<file path="src/hw/rtl/grle_pkg.sv">
// Package for the grid run-length expander: widths, marker characters,
// register indexes, controller states and the control/status structs.
// No dependencies; every other file of the block uses it.
`timescale 1ns / 1ps

package grle_pkg;

    localparam int BYTE_W     = 8;
    localparam int REP_W      = 9;
    localparam int COL_W      = 10;
    localparam int LINE_W     = 16;
    localparam int WIDTH_W    = 11;
    localparam int PLACE_W    = 16;
    localparam int CFG_IDX_W  = 3;
    localparam int CFG_DATA_W = 16;

    localparam logic [BYTE_W-1:0]  CHAR_P    = 8'h50;
    localparam logic [BYTE_W-1:0]  CHAR_K    = 8'h4B;
    localparam logic [WIDTH_W-1:0] WIDTH_MIN = 11'd8;
    localparam logic [WIDTH_W-1:0] WIDTH_MAX = 11'd1024;
    localparam logic [WIDTH_W-1:0] DIST_NONE = 11'h7FF;
    localparam logic [LINE_W-1:0]  LINE_MAX  = 16'hFFFF;

    // configuration register indexes
    typedef enum logic [CFG_IDX_W-1:0] {
        REG_LINE_WIDTH  = 3'd0,
        REG_ENTRY_LINE  = 3'd1,
        REG_ENTRY_PLACE = 3'd2,
        REG_EXIT_LINE   = 3'd3,
        REG_EXIT_PLACE  = 3'd4,
        REG_SEPARATOR   = 3'd5,
        REG_WALL        = 3'd6,
        REG_PATH        = 3'd7
    } t_cfg_idx;

    typedef enum logic [2:0] {
        ST_IDLE,
        ST_CHECK,
        ST_DIST,
        ST_SEG,
        ST_SEND
    } t_state;

    typedef struct packed {
        logic [WIDTH_W-1:0] line_width;
        logic [LINE_W-1:0]  entry_line;
        logic [PLACE_W-1:0] entry_place;
        logic [LINE_W-1:0]  exit_line;
        logic [PLACE_W-1:0] exit_place;
        logic [BYTE_W-1:0]  separator_byte;
        logic [BYTE_W-1:0]  wall_byte;
        logic [BYTE_W-1:0]  path_byte;
    } t_cfg;

    typedef struct packed {
        logic load_word;
        logic load_err;
        logic calc_dist;
        logic load_seg;
    } t_cmd;

    typedef struct packed {
        logic word_ok;
        logic seg_last;
    } t_sts;

endpackage

</file>
<file path="src/hw/rtl/grle_if.sv">
// Channel interfaces of the grid run-length expander: code words in,
// segments out, and the configuration write channel. Depends on grle_pkg.
`timescale 1ns / 1ps

interface grle_word_if;
    logic                       valid;
    logic                       ready;
    logic [grle_pkg::BYTE_W-1:0] lead_byte;
    logic [grle_pkg::BYTE_W-1:0] symbol;
    logic [grle_pkg::BYTE_W-1:0] count;

    modport source (output valid, output lead_byte, output symbol, output count,
                    input ready);
    modport sink   (input valid, input lead_byte, input symbol, input count,
                    output ready);
endinterface

interface grle_seg_if;
    logic                        valid;
    logic                        ready;
    logic [grle_pkg::BYTE_W-1:0] character;
    logic [grle_pkg::REP_W-1:0]  repeat_res;
    logic                        line_end;
    logic                        last;
    logic                        error;

    modport source (output valid, output character, output repeat_res,
                    output line_end, output last, output error, input ready);
    modport sink   (input valid, input character, input repeat_res,
                    input line_end, input last, input error, output ready);
endinterface

interface grle_cfg_if;
    logic                            valid;
    logic                            ready;
    logic [grle_pkg::CFG_IDX_W-1:0]  index;
    logic [grle_pkg::CFG_DATA_W-1:0] data;

    modport source (output valid, output index, output data, input ready);
    modport sink   (input valid, input index, input data, output ready);
endinterface

</file>
<file path="src/hw/rtl/grle_cfg_regs.sv">
// Configuration register file of the grid run-length expander.
// Depends on grle_pkg; writes come from the configuration channel.
`timescale 1ns / 1ps

module grle_cfg_regs (
    input  logic                            i_clk,
    input  logic                            i_rst_n,
    input  logic                            i_wr_en,
    input  logic [grle_pkg::CFG_IDX_W-1:0]  i_wr_index,
    input  logic [grle_pkg::CFG_DATA_W-1:0] i_wr_data,
    output grle_pkg::t_cfg                  o_cfg
);
    import grle_pkg::*;

    t_cfg r_cfg;

    // write one register per accepted word
    always_ff @(posedge i_clk) begin
        if (!i_rst_n) begin
            r_cfg.line_width     <= WIDTH_MIN;
            r_cfg.entry_line     <= '0;
            r_cfg.entry_place    <= '0;
            r_cfg.exit_line      <= '0;
            r_cfg.exit_place     <= '0;
            r_cfg.separator_byte <= 8'd0;
            r_cfg.wall_byte      <= 8'd88;
            r_cfg.path_byte      <= 8'd32;
        end else if (i_wr_en) begin
            case (t_cfg_idx'(i_wr_index))
                REG_LINE_WIDTH:  r_cfg.line_width     <= i_wr_data[WIDTH_W-1:0];
                REG_ENTRY_LINE:  r_cfg.entry_line     <= i_wr_data[LINE_W-1:0];
                REG_ENTRY_PLACE: r_cfg.entry_place    <= i_wr_data[PLACE_W-1:0];
                REG_EXIT_LINE:   r_cfg.exit_line      <= i_wr_data[LINE_W-1:0];
                REG_EXIT_PLACE:  r_cfg.exit_place     <= i_wr_data[PLACE_W-1:0];
                REG_SEPARATOR:   r_cfg.separator_byte <= i_wr_data[BYTE_W-1:0];
                REG_WALL:        r_cfg.wall_byte      <= i_wr_data[BYTE_W-1:0];
                REG_PATH:        r_cfg.path_byte      <= i_wr_data[BYTE_W-1:0];
                default: ;
            endcase
        end
    end

    assign o_cfg = r_cfg;

endmodule

</file>
<file path="src/hw/rtl/grle_ctrl.sv">
// Controller of the grid run-length expander: sequences word intake,
// segment planning and result handoff. Depends on grle_pkg.
`timescale 1ns / 1ps

module grle_ctrl (
    input  logic           i_clk,
    input  logic           i_rst_n,
    input  logic           i_in_valid,
    output logic           o_in_ready,
    output logic           o_out_valid,
    input  logic           i_out_ready,
    input  grle_pkg::t_sts i_sts,
    output grle_pkg::t_cmd o_cmd
);
    import grle_pkg::*;

    t_state r_state;
    t_state n_state;

    always_ff @(posedge i_clk) begin
        if (!i_rst_n) begin
            r_state <= ST_IDLE;
        end else begin
            r_state <= n_state;
        end
    end

    // next state
    always_comb begin
        n_state = r_state;
        case (r_state)
            ST_IDLE: begin
                if (i_in_valid) n_state = ST_CHECK;
            end
            ST_CHECK: begin
                n_state = i_sts.word_ok ? ST_DIST : ST_SEND;
            end
            ST_DIST: n_state = ST_SEG;
            ST_SEG:  n_state = ST_SEND;
            ST_SEND: begin
                if (i_out_ready) n_state = i_sts.seg_last ? ST_IDLE : ST_DIST;
            end
            default: n_state = ST_IDLE;
        endcase
    end

    // commands and handshake outputs
    always_comb begin
        o_in_ready  = 1'b0;
        o_out_valid = 1'b0;
        o_cmd       = '0;
        case (r_state)
            ST_IDLE: begin
                o_in_ready      = 1'b1;
                o_cmd.load_word = i_in_valid;
            end
            ST_CHECK: begin
                o_cmd.load_err = !i_sts.word_ok;
            end
            ST_DIST: o_cmd.calc_dist = 1'b1;
            ST_SEG:  o_cmd.load_seg  = 1'b1;
            ST_SEND: o_out_valid = 1'b1;
            default: ;
        endcase
    end

endmodule

</file>
<file path="src/hw/rtl/grle_dpath.sv">
// Datapath of the grid run-length expander: word holding registers, grid
// position, distance planning and the segment output register.
// Depends on grle_pkg; driven by grle_ctrl commands.
`timescale 1ns / 1ps

module grle_dpath (
    input  logic                          i_clk,
    input  logic                          i_rst_n,
    input  grle_pkg::t_cfg                i_cfg,
    input  grle_pkg::t_cmd                i_cmd,
    output grle_pkg::t_sts                o_sts,
    input  logic [grle_pkg::BYTE_W-1:0]   i_lead_byte,
    input  logic [grle_pkg::BYTE_W-1:0]   i_symbol,
    input  logic [grle_pkg::BYTE_W-1:0]   i_count,
    output logic [grle_pkg::BYTE_W-1:0]   o_character,
    output logic [grle_pkg::REP_W-1:0]    o_repeat_res,
    output logic                          o_line_end,
    output logic                          o_last,
    output logic                          o_error
);
    import grle_pkg::*;

    // word registers
    logic [BYTE_W-1:0]  r_lead;
    logic [BYTE_W-1:0]  r_sym;
    logic [REP_W-1:0]   r_remain;
    // grid position
    logic [COL_W-1:0]   r_col;
    logic [LINE_W-1:0]  r_line;
    // planned distances
    logic               r_at_mark;
    logic [BYTE_W-1:0]  r_mark_ch;
    logic [WIDTH_W-1:0] r_end_dist;
    logic [WIDTH_W-1:0] r_entry_dist;
    logic [WIDTH_W-1:0] r_exit_dist;
    // output word
    logic [BYTE_W-1:0]  r_char;
    logic [REP_W-1:0]   r_rep;
    logic               r_le;
    logic               r_last;
    logic               r_err;

    logic [WIDTH_W-1:0] eff_width;
    logic [WIDTH_W-1:0] col_ext;
    logic [PLACE_W-1:0] col_wide;
    logic [WIDTH_W-1:0] end_dist;
    logic               entry_on_line;
    logic               exit_on_line;
    logic [PLACE_W-1:0] entry_mark;
    logic [PLACE_W-1:0] exit_mark;
    logic [PLACE_W-1:0] entry_diff;
    logic [PLACE_W-1:0] exit_diff;
    logic               at_entry;
    logic               at_exit;
    logic [WIDTH_W-1:0] entry_dist;
    logic [WIDTH_W-1:0] exit_dist;
    logic [WIDTH_W-1:0] min_a;
    logic [WIDTH_W-1:0] min_b;
    logic [WIDTH_W-1:0] min_all;
    logic [WIDTH_W-1:0] seg_len;
    logic               seg_break;
    logic [REP_W-1:0]   remain_nx;
    logic [WIDTH_W-1:0] col_sum;

    // clamp the line width to its legal range
    always_comb begin
        if (i_cfg.line_width < WIDTH_MIN) begin
            eff_width = WIDTH_MIN;
        end else if (i_cfg.line_width > WIDTH_MAX) begin
            eff_width = WIDTH_MAX;
        end else begin
            eff_width = i_cfg.line_width;
        end
    end

    // distances from the current column to line end and to each marker
    always_comb begin
        col_ext  = {1'b0, r_col};
        col_wide = {{(PLACE_W-COL_W){1'b0}}, r_col};
        end_dist = (col_ext < eff_width) ? (eff_width - col_ext) : 11'd1;

        entry_on_line = (r_line == i_cfg.entry_line) && (i_cfg.entry_place != '0);
        exit_on_line  = (r_line == i_cfg.exit_line) && (i_cfg.exit_place != '0);
        entry_mark    = i_cfg.entry_place - 16'd1;
        exit_mark     = i_cfg.exit_place - 16'd1;
        at_entry      = entry_on_line && (entry_mark == col_wide);
        at_exit       = exit_on_line && (exit_mark == col_wide);
        entry_diff    = entry_mark - col_wide;
        exit_diff     = exit_mark - col_wide;

        entry_dist = DIST_NONE;
        if (entry_on_line && (entry_mark > col_wide)
                && (entry_diff[PLACE_W-1:WIDTH_W] == '0)) begin
            entry_dist = entry_diff[WIDTH_W-1:0];
        end
        exit_dist = DIST_NONE;
        if (exit_on_line && (exit_mark > col_wide)
                && (exit_diff[PLACE_W-1:WIDTH_W] == '0)) begin
            exit_dist = exit_diff[WIDTH_W-1:0];
        end
    end

    // segment length: one marker cell, or the shortest of all limits
    always_comb begin
        min_a     = (r_end_dist < r_entry_dist) ? r_end_dist : r_entry_dist;
        min_b     = (r_exit_dist < {2'b00, r_remain}) ? r_exit_dist : {2'b00, r_remain};
        min_all   = (min_a < min_b) ? min_a : min_b;
        seg_len   = r_at_mark ? 11'd1 : min_all;
        seg_break = (seg_len == r_end_dist);
        remain_nx = r_remain - seg_len[REP_W-1:0];
        col_sum   = col_ext + seg_len;
    end

    // hold the accepted code word
    always_ff @(posedge i_clk) begin
        if (i_cmd.load_word) begin
            r_lead   <= i_lead_byte;
            r_sym    <= i_symbol;
            r_remain <= {1'b0, i_count} + 9'd1;
        end else if (i_cmd.load_seg) begin
            r_remain <= remain_nx;
        end
    end

    // register the planned distances
    always_ff @(posedge i_clk) begin
        if (i_cmd.calc_dist) begin
            r_at_mark    <= at_entry || at_exit;
            r_mark_ch    <= at_entry ? CHAR_P : CHAR_K;
            r_end_dist   <= end_dist;
            r_entry_dist <= entry_dist;
            r_exit_dist  <= exit_dist;
        end
    end

    // advance the grid position by one segment
    always_ff @(posedge i_clk) begin
        if (!i_rst_n) begin
            r_col  <= '0;
            r_line <= 16'd1;
        end else if (i_cmd.load_seg) begin
            if (seg_break) begin
                r_col <= '0;
                if (r_line != LINE_MAX) r_line <= r_line + 16'd1;
            end else begin
                r_col <= col_sum[COL_W-1:0];
            end
        end
    end

    // load the output word: a segment or a reject
    always_ff @(posedge i_clk) begin
        if (!i_rst_n) begin
            r_last <= 1'b1;
        end else if (i_cmd.load_seg) begin
            r_char <= r_at_mark ? r_mark_ch : r_sym;
            r_rep  <= seg_len[REP_W-1:0];
            r_le   <= seg_break;
            r_last <= (remain_nx == '0);
            r_err  <= 1'b0;
        end else if (i_cmd.load_err) begin
            r_char <= '0;
            r_rep  <= '0;
            r_le   <= 1'b0;
            r_last <= 1'b1;
            r_err  <= 1'b1;
        end
    end

    assign o_sts.word_ok  = (r_lead == i_cfg.separator_byte)
                            && ((r_sym == i_cfg.wall_byte) || (r_sym == i_cfg.path_byte));
    assign o_sts.seg_last = r_last;

    assign o_character  = r_char;
    assign o_repeat_res = r_rep;
    assign o_line_end   = r_le;
    assign o_last       = r_last;
    assign o_error      = r_err;

endmodule

</file>
<file path="src/hw/rtl/grid_run_length_expander_unit.sv">
// Grid run-length expander: top level joining register file, controller
// and datapath. Depends on grle_pkg, grle_if, grle_cfg_regs, grle_ctrl
// and grle_dpath.
//
// Usage:
//   i_word takes three-byte code words (lead_byte, symbol, count). Each
//   valid word expands to count+1 cells laid into a grid of line_width
//   columns; o_seg delivers them as segments (character, repeat_res,
//   line_end, last, error), split at the 'P'/'K' marker cells and at line
//   ends. A word with a bad lead byte or symbol gives one error segment
//   and leaves the grid position alone.
//   i_cfg writes register <index> with <data>; it is always ready. It is to
//   be written only while no word is in flight; the block does not enforce it.
// Timing:
//   One word at a time. After a word is accepted the controller checks it,
//   then for each segment plans the distances, picks the length and
//   presents the segment; an error word goes from the check straight to
//   presenting its error segment. The next segment of a word is planned
//   only after the previous one is taken.
//   The next word is accepted in the cycle after its last segment leaves.
// Reset and stalls:
//   i_rst_n (synchronous, active low) restores the register defaults,
//   column 0 and line 1. When o_seg.ready is low the segment register
//   holds its word and the block waits; nothing is lost or repeated.
`timescale 1ns / 1ps

module grid_run_length_expander_unit (
    input  logic      i_clk,
    input  logic      i_rst_n,
    grle_word_if.sink i_word,
    grle_seg_if.source o_seg,
    grle_cfg_if.sink  i_cfg
);
    import grle_pkg::*;

    t_cfg cfg;
    t_cmd cmd;
    t_sts sts;

    // configuration writes never stall
    assign i_cfg.ready = 1'b1;

    grle_cfg_regs u_cfg_regs (
        .i_clk      (i_clk),
        .i_rst_n    (i_rst_n),
        .i_wr_en    (i_cfg.valid),
        .i_wr_index (i_cfg.index),
        .i_wr_data  (i_cfg.data),
        .o_cfg      (cfg)
    );

    grle_ctrl u_ctrl (
        .i_clk       (i_clk),
        .i_rst_n     (i_rst_n),
        .i_in_valid  (i_word.valid),
        .o_in_ready  (i_word.ready),
        .o_out_valid (o_seg.valid),
        .i_out_ready (o_seg.ready),
        .i_sts       (sts),
        .o_cmd       (cmd)
    );

    grle_dpath u_dpath (
        .i_clk        (i_clk),
        .i_rst_n      (i_rst_n),
        .i_cfg        (cfg),
        .i_cmd        (cmd),
        .o_sts        (sts),
        .i_lead_byte  (i_word.lead_byte),
        .i_symbol     (i_word.symbol),
        .i_count      (i_word.count),
        .o_character  (o_seg.character),
        .o_repeat_res (o_seg.repeat_res),
        .o_line_end   (o_seg.line_end),
        .o_last       (o_seg.last),
        .o_error      (o_seg.error)
    );

endmodule

</file>
<file path="src/flat_wrapper.sv">
// flat-port wrapper written by rule: the top's interface ports become plain ports
module grid_run_length_expander_unit_flat import grle_pkg::*;
  (i_clk, i_rst_n, i_word_valid, i_word_lead_byte, i_word_symbol, i_word_count, i_word_ready, o_seg_valid, o_seg_character, o_seg_repeat_res, o_seg_line_end, o_seg_last, o_seg_error, o_seg_ready, i_cfg_valid, i_cfg_index, i_cfg_data, i_cfg_ready);
  grle_word_if i_word_i ();
  grle_seg_if o_seg_i ();
  grle_cfg_if i_cfg_i ();
  input  logic i_clk;
  input  logic i_rst_n;
  input wire logic [$bits(i_word_i.valid)-1:0] i_word_valid;
  input wire logic [$bits(i_word_i.lead_byte)-1:0] i_word_lead_byte;
  input wire logic [$bits(i_word_i.symbol)-1:0] i_word_symbol;
  input wire logic [$bits(i_word_i.count)-1:0] i_word_count;
  output wire logic [$bits(i_word_i.ready)-1:0] i_word_ready;
  output wire logic [$bits(o_seg_i.valid)-1:0] o_seg_valid;
  output wire logic [$bits(o_seg_i.character)-1:0] o_seg_character;
  output wire logic [$bits(o_seg_i.repeat_res)-1:0] o_seg_repeat_res;
  output wire logic [$bits(o_seg_i.line_end)-1:0] o_seg_line_end;
  output wire logic [$bits(o_seg_i.last)-1:0] o_seg_last;
  output wire logic [$bits(o_seg_i.error)-1:0] o_seg_error;
  input wire logic [$bits(o_seg_i.ready)-1:0] o_seg_ready;
  input wire logic [$bits(i_cfg_i.valid)-1:0] i_cfg_valid;
  input wire logic [$bits(i_cfg_i.index)-1:0] i_cfg_index;
  input wire logic [$bits(i_cfg_i.data)-1:0] i_cfg_data;
  output wire logic [$bits(i_cfg_i.ready)-1:0] i_cfg_ready;
  assign i_word_i.valid = i_word_valid;
  assign i_word_i.lead_byte = i_word_lead_byte;
  assign i_word_i.symbol = i_word_symbol;
  assign i_word_i.count = i_word_count;
  assign i_word_ready = i_word_i.ready;
  assign o_seg_valid = o_seg_i.valid;
  assign o_seg_character = o_seg_i.character;
  assign o_seg_repeat_res = o_seg_i.repeat_res;
  assign o_seg_line_end = o_seg_i.line_end;
  assign o_seg_last = o_seg_i.last;
  assign o_seg_error = o_seg_i.error;
  assign o_seg_i.ready = o_seg_ready;
  assign i_cfg_i.valid = i_cfg_valid;
  assign i_cfg_i.index = i_cfg_index;
  assign i_cfg_i.data = i_cfg_data;
  assign i_cfg_ready = i_cfg_i.ready;
  grid_run_length_expander_unit u_core (.i_clk(i_clk), .i_rst_n(i_rst_n), .i_word(i_word_i), .o_seg(o_seg_i), .i_cfg(i_cfg_i));
endmodule
</file>
<file path="config.mk">
export PLATFORM = sky130hd
export DESIGN_NAME = grid_run_length_expander_unit_flat
export DESIGN_NICKNAME = d
export VERILOG_FILES = /design/src/hw/rtl/grle_pkg.sv /design/src/hw/rtl/grle_if.sv /design/src/hw/rtl/grle_cfg_regs.sv /design/src/hw/rtl/grle_ctrl.sv /design/src/hw/rtl/grle_dpath.sv /design/src/hw/rtl/grid_run_length_expander_unit.sv /design/src/flat_wrapper.sv
export SDC_FILE = /design/constraint.sdc
export NUM_CORES = 1
export LEC_CHECK = 0
export ABC_AREA = 1
export BUFFER_PORTS_ARGS = -buffer_cell sky130_fd_sc_hd__buf_2
export CAP_MARGIN = 10
export CORE_ASPECT_RATIO = 1.5
export CORE_MARGIN = 2
export CORE_UTILIZATION = 53
export CTS_BUF_LIST = sky130_fd_sc_hd__clkbuf_4
export DETAILED_ROUTE_END_ITERATION = 10
export PLACE_DENSITY = 0.71
export SYNTH_ARGS = -nofsm -noshare
export SYNTH_HDL_FRONTEND = slang
export SYNTH_SLANG_ARGS = --single-unit
</file>
<file path="constraint.sdc">
create_clock -name i_clk -period 5.5 [get_ports i_clk]
set_input_delay 1.1 -clock i_clk [delete_from_list [all_inputs] [get_ports i_clk]]
set_output_delay 1.1 -clock i_clk [all_outputs]
set_load 0.01 [all_outputs]
</file>
==> summary.txt <==
Worst setup path
  – CP Class: register to register
  – Crit path largest cell delay: 0.45 ns
  – Worst Path Required: 5.91 ns
  – R2r setup slk: 0.34 ns
  – R2R cell count: 28
  – Worst Setup End Kind: register
  – CP arrival: 5.56 ns
  – FF-to-FF End: u_core.u_dpath.r_remain[8]$_DFFE_PP_
  – Crit-path most repeated cell: nand2_1
  – Worst r2r src: u_core.u_dpath.r_end_dist[6]$_SDFFCE_PP0P_
  – CP max-delay cell: edfxtp_1
  – Crit path max fanout: 21
  – CP Launch Type: register

Clock tree
  – Later-pin clock latency in the skew report: 0.71 ns
  – Clock sink total: 209
  – CTS root buf: clkbuf_4
  – Clock slew at reported path FFs: 0.07 ns
  – Num CTS Buffers: 51
  – Clock buffer depth: 3
  – CTS tree: yes
  – CTS H-tree lvls: 2

Synthesis
  – Yosys warnings: 0
  – #FFs+latches synth: 209
  – Avg Cell Area, Syn: 7.63 um2
  – Ys flop type: dfxtp_1
  – Syn Std Cell Area: 13000 um2
  – Gate Count Post-Synth: 1704
  – Count of cell types in the netlist: 58
  – Number of synthesized flops with an enable pin: 80
  – Sequential area share after synthesis: 0.384
  – Ys async rst share: 0

STA
  – Slew Limit Fails: 0
  – Setup TNS: 0 ns
  – Clock Skew: 0.0475 ns
  – Maximum clock frequency: 0.194 GHz
  – Final critical-path required period: 5.16 ns
  – Max_slew headroom: 0.214
  – Worst slew pin tran: 1.18 ns
  – RSZ-0062 raised after global routing: no
  – Final worst-path cycle share: 0.937
  – Setup violations, final: 0
  – Endpoints failing hold: 0

Floorplan
  – Row count: 70
  – Die area: 25800 um2
  – Die width: 132 um
  – I/O pins: 71
  – Starting Density: 0.536
  – Die H: 196 um
  – Floorplan core area: 24300 um2

Worst hold path
  – Min-Delay Path Class: register to register
  – Hold path startpoint: u_core.u_cfg_regs.o_cfg[93]$_SDFFE_PN0P_
  – Hold path depth: 2
  – Hold EP: u_core.u_cfg_regs.o_cfg[93]$_SDFFE_PN0P_

Cells and area
  – Nets@finish: 1923
  – Fillers: 2268
  – Area Growth Syn to Fin: 10.2%
  – Fin area: 14300 um2
  – Final core utilization: 0.590
  – Layout cells sized above 1: 0.127

GRT
  – Total GRT Usage: 0.259
  – First-pass GRT wire length: 53400 um
  – Vias in the first global route: 10992
  – Largest net degree at the start of global routing: 106
  – Initial antenna violation count: 1
  – Global route overflow: 0

Route
  – Vias: 11341
  – Avg WL per Cell: 15.5 um
  – Drt total wl: 33400 um
  – Drt initial violations: 601
  – Vias per cell: 5.26
  – # DRC: 0
  – First-pass DRT Iterations: 5
  – Number of routed nets with antenna violations: 0

Power and ir drop
  – Max VDD drop: 0.227 mV
  – Leak: 0.00654 uW
  – Cell Pwr Density: 263 nW/um2

Place
  – Dpl cell area: 13600 um2
  – Hpwl dp: 25300 um
  – Port Buffers: 69
  – Routability cong.: 0.943

Run
  – Max-cap viol count: 0

Status
  – Outcome: complete, no violations
==> stage by stage <==
stage | setup WS, ns | hold WS [ns] | cells | power, uW
2_1_floorplan | 0.739 | 0.442 | 1706 | 2300
3_3_place_gp | 0.359 | 0.463 | 2060 | 2490
3_5_place_dp | 0.267 | 0.467 | 2060 | 2510
4_1_cts | 0.265 | 0.478 | 2155 | 3800
5_1_grt | 0.00538 | 0.507 | 2158 | 3980
6_report | 0.344 | 0.476 | 2158 | 3770
==> report_power, final <==
part | switching [uW] | internal [uW] | leakage (uW)
registers | 43.3 | 1680 | 0.00183
logic | 470 | 280 | 0.00433
clock network | 650 | 642 | 0.000388
==> repair_timing <==
item,4_1_cts,5_1_grt
resized for setup,0,6
buffers inserted,0,2
hold buffers,0,0
setup endpoints to repair,0,3
==> registers in the layout, indices dropped and copies added (netlist names), 9 cells and up <==
name / flops
u_core.u_cfg_regs.o_cfg: 99
u_core.u_dpath.o_repeat_res: 9
u_core.u_dpath.r_col: 10
u_core.u_dpath.r_end_dist: 11
u_core.u_dpath.r_entry_dist: 11
u_core.u_dpath.r_exit_dist: 11
u_core.u_dpath.r_line: 16
u_core.u_dpath.r_remain: 9
==> synth_stat cells (6+ instances only) <==
cell type  count  share of area
clkbuf_1      40          0.012
or2_2         19         0.0091
nand4_1       35          0.017
nor4_1        12         0.0058
edfxtp_1      80           0.18
xnor2_1       47          0.032
o21bai_1       6         0.0035
nand2_1      275          0.079
nor3_1        20         0.0077
nand2_2        6         0.0029
o21ai_0      139          0.054
o211ai_1       8         0.0046
buf_2          8         0.0031
nand3_2       18          0.014
a21oi_1       98          0.038
inv_1        224          0.065
dfxtp_1      129           0.20
nand3_1       77          0.030
ha_1          79          0.076
nor2_1       246          0.071
xor2_1        69          0.047
==> critical path: cells and delay by family, from the launching register on <==
family / cells / cell delay, ns
AOI/OAI and AO/OA: 7 / 1.31
xor gates and xnor gates: 2 / 0.37
adders and majority gates: 3 / 1.09
buffers and inverters: 4 / 0.64
DFF: 1 / 0.45
and+or+nand+nor: 12 / 1.01
==> logic make-up (layout without fill, tap and decap cells) <==
logic type      count (synthesis)  in the layout  share of synthesized area
buf+inv                       286            413                     0.0861
fa+ha+maj                      84             84                     0.0838
other cells                     1              4                   0.000289
simple gates                  731            731                      0.253
flops                         209            209                      0.384
compound gates                276            276                      0.114
xor+xnor                      116            116                     0.0782
mux                             1              1                   0.000770
==> metal layers <==
layer	share of wire	track usage	up-vias
li1	-	-	5794
met1	0.39	0.278	5144
met2	0.52	0.487	288
met3	0.040	0.0346	115
met4	0.055	0.146	0
met5	0	0	-
==> placed cells by master (no fill, tap or decap), drive strengths merged, types with 79 or more instances in the layout <==
master | synthesis | final
a21oi | 98 | 98
inv | 229 | 230
nor2 | 254 | 254
o21ai | 141 | 141
dfxtp | 129 | 129
nand2 | 282 | 282
buf | 14 | 86
edfxtp | 80 | 80
nand3 | 96 | 96
ha | 79 | 79
==> layout make-up <==
| cell class | count | area (um2) | share of cell area |
|---|---|---|---|
| repair buffers | 86 | 485 | 0.0339 |
| clock buffers | 77 | 578 | 0.0404 |
| multi-input cells | 1211 | 6920 | 0.483 |
| diodes | 1 | 2.50 | 0.000175 |
| inverters | 232 | 871 | 0.0608 |
| well taps | 324 | 405 | 0.0283 |
| clock inverters | 18 | 73.8 | 0.00515 |
| flip-flops and latches | 209 | 4980 | 0.348 |
==> how the worst max path moves through the flow <==
stage	startpoint	to	slack [ns]
floorplan	u_core.u_dpath.r_end_dist[10]$_SDFFCE_PP0P_	u_core.u_dpath.r_col[9]$_SDFFE_PN0N_	0.74
global placement	u_core.u_dpath.r_end_dist[4]$_SDFFCE_PP0P_	u_core.u_dpath.r_remain[8]$_DFFE_PP_	0.36
detailed placement	u_core.u_dpath.r_end_dist[4]$_SDFFCE_PP0P_	u_core.u_dpath.r_remain[8]$_DFFE_PP_	0.27
CTS	u_core.u_dpath.r_end_dist[4]$_SDFFCE_PP0P_	u_core.u_dpath.r_remain[8]$_DFFE_PP_	0.27
global route	u_core.u_dpath.r_end_dist[6]$_SDFFCE_PP0P_	u_core.u_dpath.o_last$_SDFFE_PN1N_	0.005
finish	u_core.u_dpath.r_end_dist[6]$_SDFFCE_PP0P_	u_core.u_dpath.r_remain[8]$_DFFE_PP_	0.34
No activity file was read; power rests on OpenSTA's default activity.
